## src/rtl/core/lcdns_pkg.sv

```systemverilog
package lcdns_pkg;

    // Request kinds.
    localparam logic [1:0] KIND_CMD    = 2'd0;
    localparam logic [1:0] KIND_DATA   = 2'd1;
    localparam logic [1:0] KIND_INIT   = 2'd2;
    localparam logic [1:0] KIND_CURSOR = 2'd3;

    // Waits in microseconds.
    localparam logic [12:0] POST_SETTLE_US = 13'd50;
    localparam logic [12:0] POST_LONG_US   = 13'd2050;
    localparam logic [12:0] POST_WAKE1_US  = 13'd5050;
    localparam logic [12:0] POST_WAKE_US   = 13'd200;
    localparam logic [14:0] PRE_POWER_US   = 15'd20000;
    localparam logic [14:0] PRE_NONE_US    = 15'd0;

    // Controller commands that matter here.
    localparam logic [7:0] CMD_CLEAR      = 8'h01;
    localparam logic [7:0] CMD_HOME       = 8'h02;
    localparam logic [7:0] CMD_FUNC_SET   = 8'h28;
    localparam logic [7:0] CMD_DISP_OFF   = 8'h08;
    localparam logic [7:0] CMD_ENTRY_MODE = 8'h06;
    localparam logic [7:0] CMD_DISP_ON    = 8'h0C;
    localparam logic [3:0] NIB_WAKE       = 4'h3;
    localparam logic [3:0] NIB_FOUR_BIT   = 4'h2;

    // Sequencer step bounds.
    localparam logic [3:0] BYTE_LAST_STEP = 4'd1;
    localparam logic [3:0] WAKE_STEPS     = 4'd4;
    localparam logic [3:0] INIT_LAST_STEP = 4'd13;

    localparam int QUEUE_DEPTH = 4;
    localparam int QUEUE_AW    = $clog2(QUEUE_DEPTH);

    typedef struct packed {
        logic [1:0] kind;
        logic [7:0] value;
        logic       row;
        logic [7:0] col;
    } t_req;

    typedef struct packed {
        logic        reg_select;
        logic [3:0]  nibble;
        logic [14:0] pre_wait_us;
        logic [12:0] post_wait_us;
        logic        last;
    } t_xfer;

    // A classified request: either the init run or one byte with its RS level.
    typedef struct packed {
        logic       is_init;
        logic       rs;
        logic [7:0] data;
    } t_job;

    typedef struct packed {
        logic empty;
        logic full;
    } t_q_stat;

    // One half of a byte; the low half of a clear or home command waits longer.
    function automatic t_xfer byte_xfer(logic rs, logic [7:0] data, logic low_half);
        t_xfer x;
        x.reg_select  = rs;
        x.nibble      = low_half ? data[3:0] : data[7:4];
        x.pre_wait_us = PRE_NONE_US;
        if (low_half && !rs && (data == CMD_CLEAR || data == CMD_HOME)) begin
            x.post_wait_us = POST_LONG_US;
        end else begin
            x.post_wait_us = POST_SETTLE_US;
        end
        x.last = 1'b0;
        return x;
    endfunction

    // Transfer at a given step of the power-up run.
    function automatic t_xfer init_xfer(logic [3:0] step);
        t_xfer      x;
        logic [3:0] off;
        logic [7:0] cmd;
        off = step - WAKE_STEPS;
        unique case (off[3:1])
            3'd0:    cmd = CMD_FUNC_SET;
            3'd1:    cmd = CMD_DISP_OFF;
            3'd2:    cmd = CMD_CLEAR;
            3'd3:    cmd = CMD_ENTRY_MODE;
            default: cmd = CMD_DISP_ON;
        endcase
        if (step < WAKE_STEPS) begin
            x.reg_select   = 1'b0;
            x.nibble       = (step == 4'd3) ? NIB_FOUR_BIT : NIB_WAKE;
            x.pre_wait_us  = (step == 4'd0) ? PRE_POWER_US : PRE_NONE_US;
            x.post_wait_us = (step == 4'd0) ? POST_WAKE1_US : POST_WAKE_US;
            x.last         = 1'b0;
        end else begin
            x = byte_xfer(1'b0, cmd, off[0]);
        end
        return x;
    endfunction

endpackage

```

## src/rtl/core/lcdns_front.sv

```systemverilog
module lcdns_front (
    input  lcdns_pkg::t_req    i_req,
    input  logic               i_valid,
    input  lcdns_pkg::t_q_stat i_q_stat,
    output logic               o_stall,
    output logic               o_push,
    output lcdns_pkg::t_job    o_job
);
    import lcdns_pkg::*;

    // Every request reduces to the init run or a single byte with an RS level.
    always_comb begin
        o_job.is_init = (i_req.kind == KIND_INIT);
        o_job.rs      = (i_req.kind == KIND_DATA);
        unique case (i_req.kind)
            KIND_CURSOR: o_job.data = {1'b1, i_req.row, 2'b00, i_req.col[3:0]};
            default:     o_job.data = i_req.value;
        endcase
    end

    assign o_stall = i_q_stat.full;
    assign o_push  = i_valid && !i_q_stat.full;

endmodule

```

## src/rtl/core/lcdns_queue.sv

```systemverilog
module lcdns_queue (
    input  logic               i_clk,
    input  logic               i_rst_n,
    input  logic               i_push,
    input  lcdns_pkg::t_job    i_job,
    input  logic               i_pop,
    output lcdns_pkg::t_job    o_head,
    output lcdns_pkg::t_q_stat o_stat
);
    import lcdns_pkg::*;

    t_job                r_mem [QUEUE_DEPTH];
    logic [QUEUE_AW-1:0] r_wr_ptr, n_wr_ptr;
    logic [QUEUE_AW-1:0] r_rd_ptr, n_rd_ptr;
    logic [QUEUE_AW:0]   r_count, n_count;

    always_comb begin
        n_wr_ptr = i_push ? r_wr_ptr + 1'b1 : r_wr_ptr;
        n_rd_ptr = i_pop ? r_rd_ptr + 1'b1 : r_rd_ptr;
        n_count  = r_count + {{QUEUE_AW{1'b0}}, i_push} - {{QUEUE_AW{1'b0}}, i_pop};
    end

    always_ff @(posedge i_clk) begin
        if (!i_rst_n) begin
            r_wr_ptr <= '0;
            r_rd_ptr <= '0;
            r_count  <= '0;
        end else begin
            r_wr_ptr <= n_wr_ptr;
            r_rd_ptr <= n_rd_ptr;
            r_count  <= n_count;
        end
    end

    always_ff @(posedge i_clk) begin
        if (i_push) begin
            r_mem[r_wr_ptr] <= i_job;
        end
    end

    assign o_head       = r_mem[r_rd_ptr];
    assign o_stat.empty = (r_count == '0);
    assign o_stat.full  = (r_count == (QUEUE_AW+1)'(QUEUE_DEPTH));

    a_count_bound: assert property (@(posedge i_clk) disable iff (!i_rst_n)
        r_count <= (QUEUE_AW+1)'(QUEUE_DEPTH))
        else $error("queue count above depth");

    a_no_pop_empty: assert property (@(posedge i_clk) disable iff (!i_rst_n)
        i_pop |-> r_count != '0)
        else $error("pop from empty queue");

    a_no_push_full: assert property (@(posedge i_clk) disable iff (!i_rst_n)
        i_push |-> !o_stat.full)
        else $error("push into full queue");

endmodule

```

## src/rtl/core/lcdns_back.sv

```systemverilog
module lcdns_back (
    input  logic               i_clk,
    input  logic               i_rst_n,
    input  lcdns_pkg::t_job    i_head,
    input  lcdns_pkg::t_q_stat i_q_stat,
    output logic               o_pop,
    input  logic               i_stall,
    output logic               o_valid,
    output lcdns_pkg::t_xfer   o_xfer
);
    import lcdns_pkg::*;

    logic [3:0] r_step, n_step;
    logic       r_valid, n_valid;
    t_xfer      r_xfer;
    t_xfer      w_xfer;
    logic       w_advance;
    logic       w_fire;

    always_comb begin
        w_advance = !r_valid || !i_stall;
        w_fire    = w_advance && !i_q_stat.empty;
        if (i_head.is_init) begin
            w_xfer      = init_xfer(r_step);
            w_xfer.last = (r_step == INIT_LAST_STEP);
        end else begin
            w_xfer      = byte_xfer(i_head.rs, i_head.data, r_step[0]);
            w_xfer.last = (r_step == BYTE_LAST_STEP);
        end
        o_pop   = w_fire && w_xfer.last;
        n_step  = w_fire ? (w_xfer.last ? 4'd0 : r_step + 4'd1) : r_step;
        n_valid = w_fire ? 1'b1 : (w_advance ? 1'b0 : r_valid);
    end

    always_ff @(posedge i_clk) begin
        if (!i_rst_n) begin
            r_step  <= '0;
            r_valid <= 1'b0;
        end else begin
            r_step  <= n_step;
            r_valid <= n_valid;
        end
    end

    always_ff @(posedge i_clk) begin
        if (w_fire) begin
            r_xfer <= w_xfer;
        end
    end

    assign o_valid = r_valid;
    assign o_xfer  = r_xfer;

    a_step_bound: assert property (@(posedge i_clk) disable iff (!i_rst_n)
        r_step <= INIT_LAST_STEP)
        else $error("sequencer step out of range");

    a_step_has_job: assert property (@(posedge i_clk) disable iff (!i_rst_n)
        r_step != 4'd0 |-> !i_q_stat.empty)
        else $error("sequencer mid-request with empty queue");

    a_hold_stalled: assert property (@(posedge i_clk) disable iff (!i_rst_n)
        r_valid && i_stall |=> r_valid && $stable(r_xfer))
        else $error("stalled output item changed");

endmodule

```

## src/rtl/core/char_lcd_nibble_sequencer.sv

```systemverilog
// Character LCD nibble sequencer for a controller wired in 4-bit mode. Each
// accepted request item (command byte, data byte, set cursor or initialize)
// is expanded into the run of enable pulses the controller needs; each output
// item describes one pulse: the RS level, the nibble for D7..D4, the wait
// before raising enable and the wait after it falls, plus a flag on the final
// pulse of the request. Bytes go out high nibble first. The block produces
// one output item per clock cycle when the output side is not stalled and
// a request is queued; a command, data or cursor request is two output
// items and an initialize request is fourteen, all issued from the single
// output register of the sequencer. When the block is idle, an accepted
// request is first written into the queue, and o_valid for its first output
// item then rises from the output register. A four-entry queue sits between
// the request decoder and the sequencer, so requests keep being accepted
// while earlier ones are still being sent; o_stall rises only when it is full.
module char_lcd_nibble_sequencer (
    input  logic              i_clk,
    input  logic              i_rst_n,
    input  logic              i_valid,
    output logic              o_stall,
    input  lcdns_pkg::t_req   i_req,
    output logic              o_valid,
    input  logic              i_stall,
    output lcdns_pkg::t_xfer  o_xfer
);
    import lcdns_pkg::*;

    t_job    w_job;
    t_job    w_head;
    t_q_stat w_q_stat;
    logic    w_push;
    logic    w_pop;

    // Front end: classify the request and push it when there is room.
    lcdns_front u_front (
        .i_req    (i_req),
        .i_valid  (i_valid),
        .i_q_stat (w_q_stat),
        .o_stall  (o_stall),
        .o_push   (w_push),
        .o_job    (w_job)
    );

    // Queue of pending requests between the two halves.
    lcdns_queue u_queue (
        .i_clk   (i_clk),
        .i_rst_n (i_rst_n),
        .i_push  (w_push),
        .i_job   (w_job),
        .i_pop   (w_pop),
        .o_head  (w_head),
        .o_stat  (w_q_stat)
    );

    // Back end: walk through the pulses of the request at the queue head.
    lcdns_back u_back (
        .i_clk    (i_clk),
        .i_rst_n  (i_rst_n),
        .i_head   (w_head),
        .i_q_stat (w_q_stat),
        .o_pop    (w_pop),
        .i_stall  (i_stall),
        .o_valid  (o_valid),
        .o_xfer   (o_xfer)
    );

endmodule

```

## config.mk

```make
export PLATFORM = sky130hd
export DESIGN_NAME = char_lcd_nibble_sequencer
export DESIGN_NICKNAME = d
export VERILOG_FILES = /design/src/rtl/core/lcdns_pkg.sv /design/src/rtl/core/lcdns_front.sv /design/src/rtl/core/lcdns_queue.sv /design/src/rtl/core/lcdns_back.sv /design/src/rtl/core/char_lcd_nibble_sequencer.sv
export SDC_FILE = /design/constraint.sdc
export NUM_CORES = 1
export LEC_CHECK = 0
export BUFFER_PORTS_ARGS = -buffer_cell sky130_fd_sc_hd__buf_4
export CAP_MARGIN = 20
export CORE_UTILIZATION = 55
export CTS_CLUSTER_DIAMETER = 50
export DETAILED_ROUTE_END_ITERATION = 8
export PLACE_DENSITY = 0.85
export SYNTH_ARGS = -nofsm -noshare
export SYNTH_HDL_FRONTEND = slang
export SYNTH_SLANG_ARGS = --single-unit
```

## constraint.sdc

```tcl
create_clock -name i_clk -period 3.3 [get_ports i_clk]
set_input_delay 0.33 -clock i_clk [delete_from_list [all_inputs] [get_ports i_clk]]
set_output_delay 0.33 -clock i_clk [all_outputs]
set_load 0.01 [all_outputs]
```

### Yosys cells after proc, flatten, opt, wreduce, memory -nomap -nowiden

Memory sizes are Yosys's and may differ from the RTL's. A register that Yosys moved wholly into a read port is not among the register bits.
Index checks and enable logic that the tools add are counted.

* output and inout port bits: 36
* flip-flop bits (word level): 46
* bits in writable memories: 40
* input bits: 23
* memories kept: 1

* $add $sub $neg: 6
* reductions and logical operators: 19
* multiplexer cells: 19
* equal/unequal tests: 14
* magnitude comparators: 1

Memory list
* u_queue.r_mem: depth 4, bits a word 10, read ports 1, clocked after Yosys merged registers in 1, wr ports 1, line lcdns_queue.sv:12 `t_job r_mem [QUEUE_DEPTH];`

Operators by type and width (number)
* $mux 34: 1
* $mux 33: 1
* $mux 12: 2
* $pmux 6 s4: 1
* $eq 8x1->1 const B: 2
* $eq 8x2->1 const B: 2
* $mux 8: 2
* $mux 15: 1
* $mux 13: 1
* $mux 4: 3
* $eq 3x2->1 const B: 2
* $logic_and 1x1->1: 6
* $logic_not 3->1: 2
* $logic_not 1->1: 5
* $mux 1: 5
* $add 2x1->2 const B: 2
* $add 4x1->4 const B: 1
* $eq 2x2->1 const B: 2
* $eq 4x1->1 const B: 1
* $eq 4x2->1 const B: 1
* $eq 4x4->1 const B: 1
* $logic_not 4->1: 1
* $lt 4x3->1 const B: 1
* $mux 2: 2
* other kinds (9): 11

### Depth between registers and ports, before layout

Gate-level depths: netlist (run 1).

* depth after elaboration: 13
* gate-level depth with buffers: 12

### By module

From an unflattened synthesis (run 1), not the netlist that was laid out.

* cell total of the unflattened synthesis: 217
* area, all modules: 3079.2 um^2

By module, submodules not included
* lcdns_queue: times used 1, cells an instance 95, area each 1885.6 um^2
* lcdns_back: times used 1, cells an instance 109, area each 1053.5 um^2
* lcdns_front: times used 1, cells an instance 13, area each 140.1 um^2

### Worst setup path after synthesis (run 1)

OpenSTA, ideal clock, no wires.

* path type: reg-to-reg
* from: reg (tool-made name)
* to: reg u_queue.r_count[2]
* period minus slack after synthesis: 2.763 ns
* setup time: 0.128 ns
* cell stages (with the launch flop): 13
* arrival time: 2.635 ns
* setup slack: 0.537 ns
* path through: dfxtp_1 buf_6 mux4_2 mux2i_1 nor3_1 ha_1 inv_1 ha_1 inv_1 fa_1 xor2_1 xnor2_1 nor2_1

RTL lines
* end signal, assigned: line lcdns_queue.sv:31 `r_count <= n_count;`
* end, declared: line lcdns_queue.sv:15 `logic [QUEUE_AW:0] r_count, n_count;`

==> results.md, run 1 <==
Status:
- The run finished with clean final reports.

Clocking:
- Hold repair after CTS inserted 0 buffers.
- Clock tree synthesis selected as its root buffer the cell sky130_fd_sc_hd__clkbuf_8.
- CTS saw 66 sinks.
- After clock tree synthesis, the clock-pin slew on the worst setup and hold paths is 70 ps.
- The post-CTS resize count is 0.
- The TritonCTS clock tree is built.
- The post-CTS setup repair buffer count is 0.
- CTS built an H-tree with a depth of 3.
- The clock tree buffer depth is 2.
- The clock latency of the later-clocked register in the worst-skew pair is 330 ps.
- Buffers inserted during clock tree synthesis total 9.

Cells and area:
- The number of antenna cells inserted is 0.
- The most common library cell in the layout ignoring fill and taps is sky130_fd_sc_hd__edfxtp_1.
- The relative area change from synthesis to final layout is 15.8%.
- Leaving out fill and tap cells, the most frequent cells in the layout are sky130_fd_sc_hd__edfxtp_1 (52), sky130_fd_sc_hd__buf_4 (46), sky130_fd_sc_hd__dfxtp_1 (14).
- The layout cell share with drive strength beyond 1 is 0.265.
- The count of filler cells inserted in the layout is 362.
- After the last flow step, the layout net total stands at 291.
- The number of standard cells in the final layout excluding fillers is 334.

Worst setup path:
- The highest cell delay on the worst timing path is 540 ps.
- For this design, the slowest cell found on the critical path is sky130_fd_sc_hd__mux4_2.
- The buffers plus inverters on the worst setup path is 2.
- The critical path is of the reg2reg type.
- Walking the worst path, the cells encountered are mux4_2 -> mux2i_1 -> nor3_1 -> ha_1 -> inv_1 -> ha_1 -> inv_1 -> fa_1 -> xor2_1 -> xnor2_1 -> nor2_1.
- The endpoint arrival time on the critical path is 2900 ps.
- The required time of the critical path is 3510 ps.
- The family with the most delay on the worst path is adder cells.
- The worst setup path is launched from a flop.
- The kind of end point of the critical path is a flop.
- Along the worst path, the maximum fanout reaches 2.

Flow run:
- The tool flagged a number of max-cap violations equal to 0.

Power and ir drop:
- The part of the power in the clock network is 0.271.
- The analysis attributes to net switching a power of 0.774 mW.
- In this run the power density over the cells is 751 nW/um2.
- Of the total power, the share spent switching nets is 0.290.
- The standby leakage power is 1.38 nW.
- The internal power contribution is 1.90 mW.
- The largest vdd supply drop is 355 uV.
- Of the total power, combinational logic draws 0.279.
- The sequential fraction of design power is 0.450.

GRT:
- The first global-routing pass estimated 7670 um of wire.
- The number of global-route vias before repair was 1711.
- The total routing usage reported by global routing is 0.176.
- Entering global routing, the biggest net connects 18 pins.
- The total congestion overflow is 0.
- The number of antenna violations at the first check in global routing is 0.

Synthesis:
- The share of the Yosys chip area taken by registers is 0.600.
- The number of distinct library cell variants in the gate-level netlist after synthesis is 39.
- Counting flops and latches in the post-synthesis netlist gives 66.
- The predominant post-synthesis flop cell is sky130_fd_sc_hd__edfxtp_1.
- The synthesized netlist occupies a cell area of 3070 um2.
- The mean instance size in the synthesized netlist is 13.9 um2.
- Synthesis handed over a netlist of 221 instances.
- The synthesis warning total is 0.
- Counting flops with an async set or reset pin after synthesis yields a share of 0.
- Counting flops with a built-in enable in the synthesized netlist gives 52.

Die:
- The initial core utilization is 0.586.
- The floorplan step set the die height to 76.7 um.
- The area of the core is 5240 um2.
- Pin placement for this block handled 59 I/O pins.
- Row generation in the floorplan step produced 26 rows.
- The die covers 5890 um2.
- The floorplan step set the die width to 76.7 um.

Timing:
- Setup violations remaining at the end of the flow were counted as 0.
- For the finished layout, the period the worst path requires is 2680 ps.
- Setup repair after global routing left no endpoint under its margin.
- The share of the cycle needed by the critical path after routing is 0.812.
- The worst max-slew margin expressed relative to the limit is 0.622.
- The number of hold-slack violations in the final timing report was 0.
- The total count of max-transition violations in the final report came to 0.
- Adding up every negative setup slack in the final design gives 0 ps.
- The actual slew at the worst max-slew pin is 566 ps.
- Between clock sinks in the finished design, the worst skew comes to 5.97 ps.
- The maximum frequency from static timing analysis is 373 MHz.

Drt:
- The number of DRC markers after the initial detailed-route iteration is 82.
- The total via count in the routed design is 1764.
- After detailed routing, the number of vias per cell comes to 5.28.
- The mean routed wirelength per cell is 14.0 um.
- The wire length reported by the detailed router is 4670 um.
- For this run, the detailed router's first-pass iteration total came to 4.
- The DRC violation count after routing is 0.
- The remaining number of nets flagged by the antenna check after routing is 0.

Min path:
- The worst min-delay path class is in2reg.

Placement:
- Including well taps, the total number of placed cells is 318.
- Summed over all nets, the half-perimeter wirelength after detailed placement is 3230 um.
- Routability-driven placement finished with a final weighted congestion of 0.743.
- The count of buffers added on input and output ports is 41.
[synth_stat cells, types with 4 or more instances]
cell type	n	area (um2)
sky130_fd_sc_hd__and2_1	8	50.1
sky130_fd_sc_hd__a21oi_1	10	50.1
sky130_fd_sc_hd__ha_1	8	100
sky130_fd_sc_hd__nor2_1	10	37.5
sky130_fd_sc_hd__edfxtp_1	52	1560
sky130_fd_sc_hd__mux4_1	7	184
sky130_fd_sc_hd__inv_1	10	37.5
sky130_fd_sc_hd__mux2_2	6	67.6
sky130_fd_sc_hd__nand2b_1	5	31.3
sky130_fd_sc_hd__nand2_1	6	22.5
sky130_fd_sc_hd__nor3_1	4	20.0
sky130_fd_sc_hd__nor3b_1	4	30.0
sky130_fd_sc_hd__buf_4	22	165
sky130_fd_sc_hd__xnor2_1	4	35.0
sky130_fd_sc_hd__nand4_1	4	25.0
sky130_fd_sc_hd__clkbuf_1	6	22.5
sky130_fd_sc_hd__dfxtp_1	14	280
sky130_fd_sc_hd__mux2i_1	5	50.1
sky130_fd_sc_hd__nor2b_1	8	50.1
[metrics by stage]
step | util | area [um2] | total power, mW | setup slack, ps | hold slack [ps]
after floorplan | - | 3120 | 1.73 | 537 | 445
after global placement | 0.638 | 3340 | 1.94 | 676 | 464
after CTS | 0.679 | 3560 | 2.70 | 615 | 216
final | 0.679 | 3560 | 2.67 | 619 | 224
after detailed placement | 0.638 | 3340 | 1.97 | 638 | 483
after global routing | 0.679 | 3560 | 2.82 | 499 | 226
[path summary, 6_finish.rpt]
kind	from	end	slack [ps]	depth (start not counted)
setup / recovery	flop	u_queue.r_count[2]$_SDFF_PN0_	620	11
setup reg to reg	flop	u_queue.r_count[2]$_SDFF_PN0_	620	11
hold reg to reg	u_queue.r_rd_ptr[1]$_SDFFE_PN0P_	u_queue.r_rd_ptr[1]$_SDFFE_PN0P_	490	2
hold / removal	i_rst_n	u_queue.r_count[0]$_SDFF_PN0_	220	2
[cell type report]
class                   instances  area (um2)  area share
well taps                      70        87.6      0.0246
multi-input cells             126        1030       0.289
flip-flops and latches         66        1840       0.518
clock inverters                 7        93.8      0.0264
repair buffers                 46         345      0.0970
clock buffers                   9         124      0.0348
inverters                      10        37.5      0.0105
[power by group through the flow]
stage               registers, mW  clock network, mW  logic (mW)
floorplan                    1.23                  0       0.507
global placement             1.21                  0       0.725
detailed placement           1.22                  0       0.752
CTS                          1.20              0.741       0.756
global route                 1.22              0.778       0.819
finish                       1.20              0.724       0.745
[sequential cells by signal (all words and copies together) (netlist names), named ones only]
| signal | count |
|---|---|
| u_back.o_xfer | 12 |
| u_queue.r_wr_ptr | 2 |
| u_queue.r_mem | 40 |
| u_queue.r_count | 3 |
| u_queue.r_rd_ptr | 2 |
| u_back.r_step | 4 |
| u_back.o_valid | 1 |
[logic make-up (layout without fill, tap and decap cells)]
family / count (synthesis) / in the layout / share of synthesized area
buffers and inverters: 41 / 72 / 0.0802
AO/OA/AOI/OAI: 19 / 19 / 0.0363
AND/OR/NAND/NOR: 58 / 58 / 0.106
flip-flops: 66 / 66 / 0.600
multiplexers: 21 / 21 / 0.120
XOR/XNOR: 6 / 6 / 0.0171
adder cells (fa/ha/maj): 9 / 9 / 0.0391
other: 1 / 13 / 0.00122
[layer usage]
metal	track usage	vias to the layer above	wire length, um
li1	-	847	-
met1	0.200	838	1840
met2	0.300	68	2490
met3	0.0500	11	247
met4	0.0923	0	90
met5	0	-	0
[worst register-to-register path: cells and delay by family, from the launching register on]
family        cells  cell delay (ps)
flops             1              360
mux               2              700
simple gates      2              310
xor+xnor          2              310
fa+ha+maj         3              780
buf+inv           2              110
No activity file was read; power rests on OpenSTA's default activity.
==> run 2, diff against run 1 <==
--- a/config.mk
+++ b/config.mk
@@ -5,6 +5,7 @@
 export SDC_FILE = /design/constraint.sdc
 export NUM_CORES = 1
 export LEC_CHECK = 0
+export ABC_AREA = 1
 export BUFFER_PORTS_ARGS = -buffer_cell sky130_fd_sc_hd__buf_4
 export CAP_MARGIN = 20
 export CORE_UTILIZATION = 55
==> constraint.sdc (replaced) <==
create_clock -name i_clk -period 2.7 [get_ports i_clk]
set_input_delay 0.27 -clock i_clk [delete_from_list [all_inputs] [get_ports i_clk]]
set_output_delay 0.27 -clock i_clk [all_outputs]
set_load 0.01 [all_outputs]
==> results.md, run 2 <==
Die:
- The die outline area is 6100 um2.
- The region available for standard cell placement spans 5540 um2.
- The count of pins on the block boundary is 59.
- The initial core utilization is 0.575.
- The die is 78.1 um tall.
- After floorplanning, the core was divided into 27 placement rows.
- In this run the horizontal extent of the chip is 78.1 um.

Drt:
- For this run, design rule violations remaining after detail routing come to 0.
- The routed design has 5640 um of wire.
- Using the TritonRoute via totals, the vias-per-cell ratio works out to 5.01.
- The routed layout has 2330 vias.
- The mean routed wirelength per cell is 12.1 um.
- The remaining number of nets flagged by the antenna check after routing is 0.
- The first TritonRoute pass finished after 4 iterations.
- The detailed router finished its first iteration with 125 violations.

Timing:
- Dividing the final minimum period by the clock period gives 0.904.
- Across all hold checks on the routed design, the worst slack comes to 211 ps.
- The final critical-path required period is 2440 ps.
- The actual slew at the worst max-slew pin is 561 ps.
- The total negative setup slack is 0 ps.
- Setup slack closes at 258 ps.
- The total count of max-transition violations in the final report came to 0.
- The clock skew after layout is 7.52 ps.
- In this run the tightest slew margin relative to its limit is 0.624.
- Setup repair after global routing left no endpoint under its margin.
- Setup violations remaining at the end of the flow were counted as 0.
- The maximum frequency from static timing analysis is 409 MHz.
- The number of hold-slack violations in the final timing report was 0.

Synthesis:
- The mean instance size in the synthesized netlist is 9.16 um2.
- The synthesized flop and latch total is 66.
- After synthesis, the cell types taking the most area are sky130_fd_sc_hd__edfxtp_1 (49%), sky130_fd_sc_hd__nand2_1 (13%), sky130_fd_sc_hd__dfxtp_1 (8.8%), sky130_fd_sc_hd__buf_4 (5.4%), sky130_fd_sc_hd__nand3_1 (5.0%).
- The area of the mapped netlist is 3190 um2.
- The most common cell in the synthesized netlist is sky130_fd_sc_hd__nand2_1.
- Of the synthesized area, sequential elements account for 0.578.
- The predominant post-synthesis flop cell is sky130_fd_sc_hd__edfxtp_1.
- By count the netlist is led by sky130_fd_sc_hd__nand2_1 (110), sky130_fd_sc_hd__edfxtp_1 (52), sky130_fd_sc_hd__inv_1 (38), sky130_fd_sc_hd__nand3_1 (32), sky130_fd_sc_hd__nor2_1 (28).
- For this run, the number of Yosys warnings is 0.
- The number of distinct library cell variants in the gate-level netlist after synthesis is 26.
- The fraction of registers with async set/reset is 0.
- sky130_fd_sc_hd__edfxtp_1 takes more of the synthesized area than any other cell.
- The area share of the leading cell type in the synthesized netlist is 0.490.
- The synthesized design contains 52 enable-type register cells.
- The post-synthesis cell count is 348.

Clocking:
- The H-tree was split into 3 levels.
- The clock transition at the registers of the reported paths is 70 ps.
- The root buffer cell chosen for the clock tree is sky130_fd_sc_hd__clkbuf_8.
- The TritonCTS buffer count is 9.
- The clock passes through at most 2 buffers.
- The post-CTS setup repair buffer count is 0.
- The clock latency of the later-clocked register in the worst-skew pair is 330 ps.
- TritonCTS built the clock tree.
- The clock net in this run drives a total of 66 sinks.

Power and ir drop:
- The power per cell area is 885 nW/um2.
- The overall power after layout is 3.24 mW.
- The largest vdd supply drop is 474 uV.
- The analysis attributes to cell leakage a power of 1.67 nW.

Cells and area:
- The flip-flop count of the largest register, all copies and words added is 40.
- The final layout contains 421 nets.
- Once layout is complete, the utilization of the core stands at 0.660.
- The top register by number of flip-flops is u_queue.r_mem.
- The number of standard cells in the final layout excluding fillers is 465.
- Leaving out fill and tap cells, the most frequent cells in the layout are sky130_fd_sc_hd__nand2_1 (110), sky130_fd_sc_hd__edfxtp_1 (52), sky130_fd_sc_hd__buf_4 (49).
- The finished cells cover 3650 um2.
- The number of antenna cells inserted is 0.
- In the final layout, the share of cells above drive strength 1 is 0.165.
- The relative area change from synthesis to final layout is 14.7%.
- The library cell used most frequently in the layout, excluding fill and tap cells, is sky130_fd_sc_hd__nand2_1.

GRT:
- The number of antenna violations at the first check in global routing is 0.
- Entering global routing, the biggest net connects 22 pins.
- The number of global-route vias before repair is 2261.
- The total congestion overflow is 0.
- The first global-routing pass estimated 9470 um of wire.
- In the global route stage, overall resource usage came out at 0.209.

Worst setup path:
- Data on the critical path is required at its endpoint by 2920 ps.
- In this run the worst path has a maximum fanout of 21.
- The type of element launching the critical path is a flop.
- The category of the critical setup timing path is reg2reg.
- The kind of end point of the critical path is a flop.
- At the worst endpoint, the arrival time is 2660 ps.

Status:
- The flow ran to the end, and the final reports show no timing, DRC or antenna violations.

Placement:
- The placed instances occupy a cell area of 3470 um2.
- The HPWL after detailed placement is 3900 um.
- OpenSTA, run right after detailed placement, puts the worst setup slack at 189 ps.
- Once placement completed, the tool counted placed cells totaling 450.
- The number of buffers inserted by port buffering is 41.
- The placer congestion estimate is 0.862.

Min path:
- The worst min-delay path class is in2reg.

Flow run:
- Across the run, the number of max-cap violations was 0.
run 2: changes by cell type after synthesis, sizes merged, moves of 5 or more:
cell,before,now
o21ai,3,14
inv,10,39
mux2,6,0
buf,24,29
nor2b,8,0
and2,8,0
nor2,10,29
clkbuf,7,2
mux2i,5,0
nand2b,5,0
nand3,2,32
mux4,10,0
nand2,6,110
run 2: cell families (layout without fill, tap and decap cells):
| family | after synthesis | count (layout) | share of synthesized area |
|---|---|---|---|
| compound gates | 23 | 23 | 0.0373 |
| buf+inv | 71 | 104 | 0.117 |
| xor+xnor | 1 | 1 | 0.00275 |
| simple gates | 177 | 177 | 0.226 |
| fa+ha+maj | 9 | 9 | 0.0377 |
| flops | 66 | 66 | 0.578 |
| other cells | 1 | 13 | 0.00118 |
run 2: worst max-delay path: stages (launching register included):
cell                      delay [ps]
sky130_fd_sc_hd__dfxtp_1         440
sky130_fd_sc_hd__inv_6           120
sky130_fd_sc_hd__nand2_1          80
sky130_fd_sc_hd__nand3_1          90
sky130_fd_sc_hd__nand2_1          90
sky130_fd_sc_hd__nand2_1          70
sky130_fd_sc_hd__nand2_1         120
sky130_fd_sc_hd__nand2_1         140
sky130_fd_sc_hd__inv_1           120
sky130_fd_sc_hd__ha_1            230
sky130_fd_sc_hd__inv_1            60
sky130_fd_sc_hd__ha_1            140
sky130_fd_sc_hd__inv_1            50
sky130_fd_sc_hd__fa_1            370
sky130_fd_sc_hd__o21ai_0         170
sky130_fd_sc_hd__a21oi_1          50
run 2: final timing paths:
check | from | end | slack [ps] | cells past startpoint
worst max-delay path | flop | u_queue.r_count[2]$_SDFF_PN0_ | 260 | 15
worst min-delay path | i_rst_n | u_back.o_valid$_SDFFE_PN0P_ | 210 | 3
worst max register to register | flop | u_queue.r_count[2]$_SDFF_PN0_ | 260 | 15
worst min register to register | u_queue.r_rd_ptr[1]$_SDFFE_PN0P_ | flop | 520 | 2
run 2: timing repair:
action                                  in CTS  in global routing
resized for setup                            0                  3
hold buffers                                 0                  0
endpoints found under the setup margin       0                  1
run 2: cell type report:
class	count	area, um2
fillers	427	1890
repair buffers	49	368
clock inverters	6	58.8
well taps	72	90.1
inverters	40	155
clock buffers	9	124
multi-input cells	223	1020
flip-flops and latches	66	1840
run 2: metal layers:
layer,wire (um),track usage,vias to the layer above
met5,0,0,-
met4,181,0.150,0
met3,404,0.0581,19
met2,2880,0.352,79
met1,2180,0.226,1062
li1,-,-,1170
run 2: report_power, final:
part           internal [mW]  switching, mW  leakage, nW
clock                  0.414          0.354       0.0902
combinational          0.412          0.597        0.983
sequential              1.36          0.103        0.598
total                   2.18           1.05         1.67
==> run 3, diff against run 2 <==
--- a/config.mk
+++ b/config.mk
@@ -8,10 +8,11 @@
 export ABC_AREA = 1
 export BUFFER_PORTS_ARGS = -buffer_cell sky130_fd_sc_hd__buf_4
 export CAP_MARGIN = 20
+export CORE_MARGIN = 8
 export CORE_UTILIZATION = 55
 export CTS_CLUSTER_DIAMETER = 50
 export DETAILED_ROUTE_END_ITERATION = 8
-export PLACE_DENSITY = 0.85
+export PLACE_DENSITY = 0.9
 export SYNTH_ARGS = -nofsm -noshare
 export SYNTH_HDL_FRONTEND = slang
 export SYNTH_SLANG_ARGS = --single-unit
==> results.md, run 3 (synthesis results as in run 2) <==
Worst setup path:
- The cell depth of the worst setup path is 15.
- The critical path goes through inv_4 -> nand2_1 -> nand3_1 -> nand2_1 -> nand2_1 -> nand2_1 -> nand2_1 -> inv_1 -> ha_1 -> inv_1 -> ha_1 -> inv_1 -> fa_1 -> o21ai_0 -> a21oi_1.
- The family with the most delay on the worst path is adder cells.
- For the worst setup path, the data arrival time is 2620 ps.
- The kind of end point of the critical path is a flop.
- The worst setup path is launched from a flop.
- The buffers plus inverters on the worst setup path is 4.
- The required time of the critical path is 2930 ps.
- The length in cells of the worst reg-to-reg path is 15.
- The category of the critical setup timing path is reg2reg.
- For this design, the slowest cell found on the critical path is sky130_fd_sc_hd__fa_1.
- The library cell appearing most often on the critical path is sky130_fd_sc_hd__nand2_1.
- The largest fanout of any net on the critical path is 21.
- On the worst path, the slowest cell contributes a delay of 370 ps.

Clocking:
- The post-CTS setup repair buffer count is 0.
- Counting the buffers created by CTS gives 9.
- The longest clock path from root to sink contains 2 buffers.
- The total number of clock tree sinks is 66.
- For the worst-skew pair, the clock arrives at the later sink with an insertion delay of 350 ps.
- In this run the clock root is driven by a sky130_fd_sc_hd__clkbuf_8.
- Clock-pin slew was measured on the worst setup and hold paths at 70 ps.
- TritonCTS built the clock tree.
- The count of hold buffers inserted by post-cts repair is 0.
- The H-tree level count is 3.
- In this run, post-CTS repair resized a total of 0 instances.

Die:
- In this run the count of I/O pins placed on the die edge is 59.
- The initial utilization of the core area, before any placement, comes to 0.575.
- The width of the die is 92.1 um.
- The die covers 8490 um2.
- The floorplan has 27 rows.
- The total area inside the core boundary comes to 5540 um2.
- The floorplan step set the die height to 92.1 um.

Timing:
- Setup violations remaining at the end of the flow were counted as 0.
- Setup repair after global routing left no endpoint under its margin.
- The number of hold-slack violations in the final timing report came to 0.
- The total count of max-transition violations in the final report is 0.
- The clock skew after layout is 9.49 ps.
- The share of the cycle needed by the critical path after routing is 0.886.
- After layout, the minimum clock period comes to 2390 ps.
- Static timing analysis puts the maximum clock frequency at 418 MHz.
- The final hold slack is 206 ps.
- In the final timing run, aggregate negative setup slack is 0 ps.

Power and ir drop:
- IR analysis of the VDD net gives a maximum drop of 517 uV.
- The standby leakage power is 1.69 nW.
- In this run the power density over the cells is 914 nW/um2.

Drt:
- The detail-routed via count per cell is 4.99.
- The number of DRC markers after the initial detailed-route iteration is 118.
- Across all layers, the routed design uses 2326 vias.
- The uppermost layer routed is met4.
- The remaining number of nets flagged by the antenna check after routing is 0.
- The routed metal-1 wirelength is 2330 um.
- The first detailed-routing pass took 5 iterations.
- For this block, the routed nets add up to 6160 um of wire.
- The DRC violation count after routing is 0.
- The mean routed wirelength per cell is 13.2 um.
- The routed wire length on met2 is 3030 um.
- Wire segments on met3 add up to 573 um in the final route.

Cells and area:
- The top register by number of flip-flops is u_queue.r_mem.
- The design area is 3690 um2.
- The flip-flop count of the largest register, all copies and words added is 40.
- Summing all multi-input logic gate instances after layout gives 1020 um2.
- In the final design database the tool counted 421 nets.
- Leaving out fill and tap cells, the most frequent cell in the layout is sky130_fd_sc_hd__nand2_1.
- The layout cell share with drive strength beyond 1 is 0.173.
- The number of antenna cells inserted is 0.
- The layout has 423 filler cells.
- Relative to the synthesized area, the layout overhead comes to 15.7%.
- The total area of sequential cells is 1840 um2.
- In the layout the commonest cells are sky130_fd_sc_hd__nand2_1 (110), sky130_fd_sc_hd__edfxtp_1 (52), sky130_fd_sc_hd__buf_4 (49).

Min path:
- The worst min-delay path class is in2reg.
- The worst hold path was traced through 3 stages.

GRT:
- Across every metal layer, demand over resource in global routing totals 0.152.
- The number of antenna violations at the first check in global routing is 0.
- The first global-routing pass estimated 10100 um of wire.
- The number of global-route vias before repair is 2289.
- The total congestion overflow is 0.
- The largest net degree at the start of global routing is 22.

Placement:
- The instance area after placement is 3470 um2.
- At the end of routability-driven placement, the weighted congestion stood at 0.892.
- Summed over all nets, the half-perimeter wirelength after detailed placement is 4550 um.
- In this run the tool buffered the top-level ports with 41 buffer cells.

Flow run:
- The reported max-cap violation count is 0.

Status:
- The flow ran to the end, and the final reports show no timing, DRC or antenna violations.
## run 3: cell count changes in the layout (fill, tap and decap cells not counted)
cell / previous run / this run
sky130_fd_sc_hd__clkinv_1: 3 / 1
sky130_fd_sc_hd__bufinv_16: 1 / 2
sky130_fd_sc_hd__clkinv_2: 1 / 2
sky130_fd_sc_hd__clkinvlp_4: 1 / 2
sky130_fd_sc_hd__inv_4: 0 / 1
sky130_fd_sc_hd__inv_6: 1 / 0
## run 3: where the power goes
group,leakage [nW],switching (mW),total (mW),internal [mW]
logic,0.982,0.610,1.02,0.412
registers,0.598,0.104,1.46,1.36
clock network,0.105,0.373,0.890,0.517
## run 3: final cells by class
class,count,share of cell area
inverters,40,0.0414
clock buffers,9,0.0336
flip-flops and latches,66,0.499
well taps,72,0.0244
clock inverters,7,0.0254
multi-input cells,223,0.276
repair buffers,49,0.0998
## run 3: worst paths after layout
kind	from	slack, ps	to
worst max-delay path	flop	310	u_queue.r_count[2]$_SDFF_PN0_
worst min-delay path	i_rst_n	210	u_queue.r_count[0]$_SDFF_PN0_
worst max register to register	flop	310	u_queue.r_count[2]$_SDFF_PN0_
worst min register to register	u_queue.r_rd_ptr[1]$_SDFFE_PN0P_	500	flop
## run 3: worst min-delay path: stages
cell and delay (ps):
sky130_fd_sc_hd__buf_4 150, sky130_fd_sc_hd__nand2_1 60, sky130_fd_sc_hd__inv_1 40
## run 3: metal layers
layer	GRT usage	vias up
met5	0	-
met4	0.117	0
met3	0.0579	22
met2	0.244	110
met1	0.158	1024
li1	-	1170
## run 3: per-stage QoR
step                       util  power [mW]  std cells  worst slack, ps
after floorplan               -        2.18        360              670
after global placement    0.626        2.45        450              337
after detailed placement  0.626        2.51        450              225
after CTS                 0.665        3.39        466              215
after global routing      0.666        3.59        466             67.4
final                     0.666        3.37        466              309
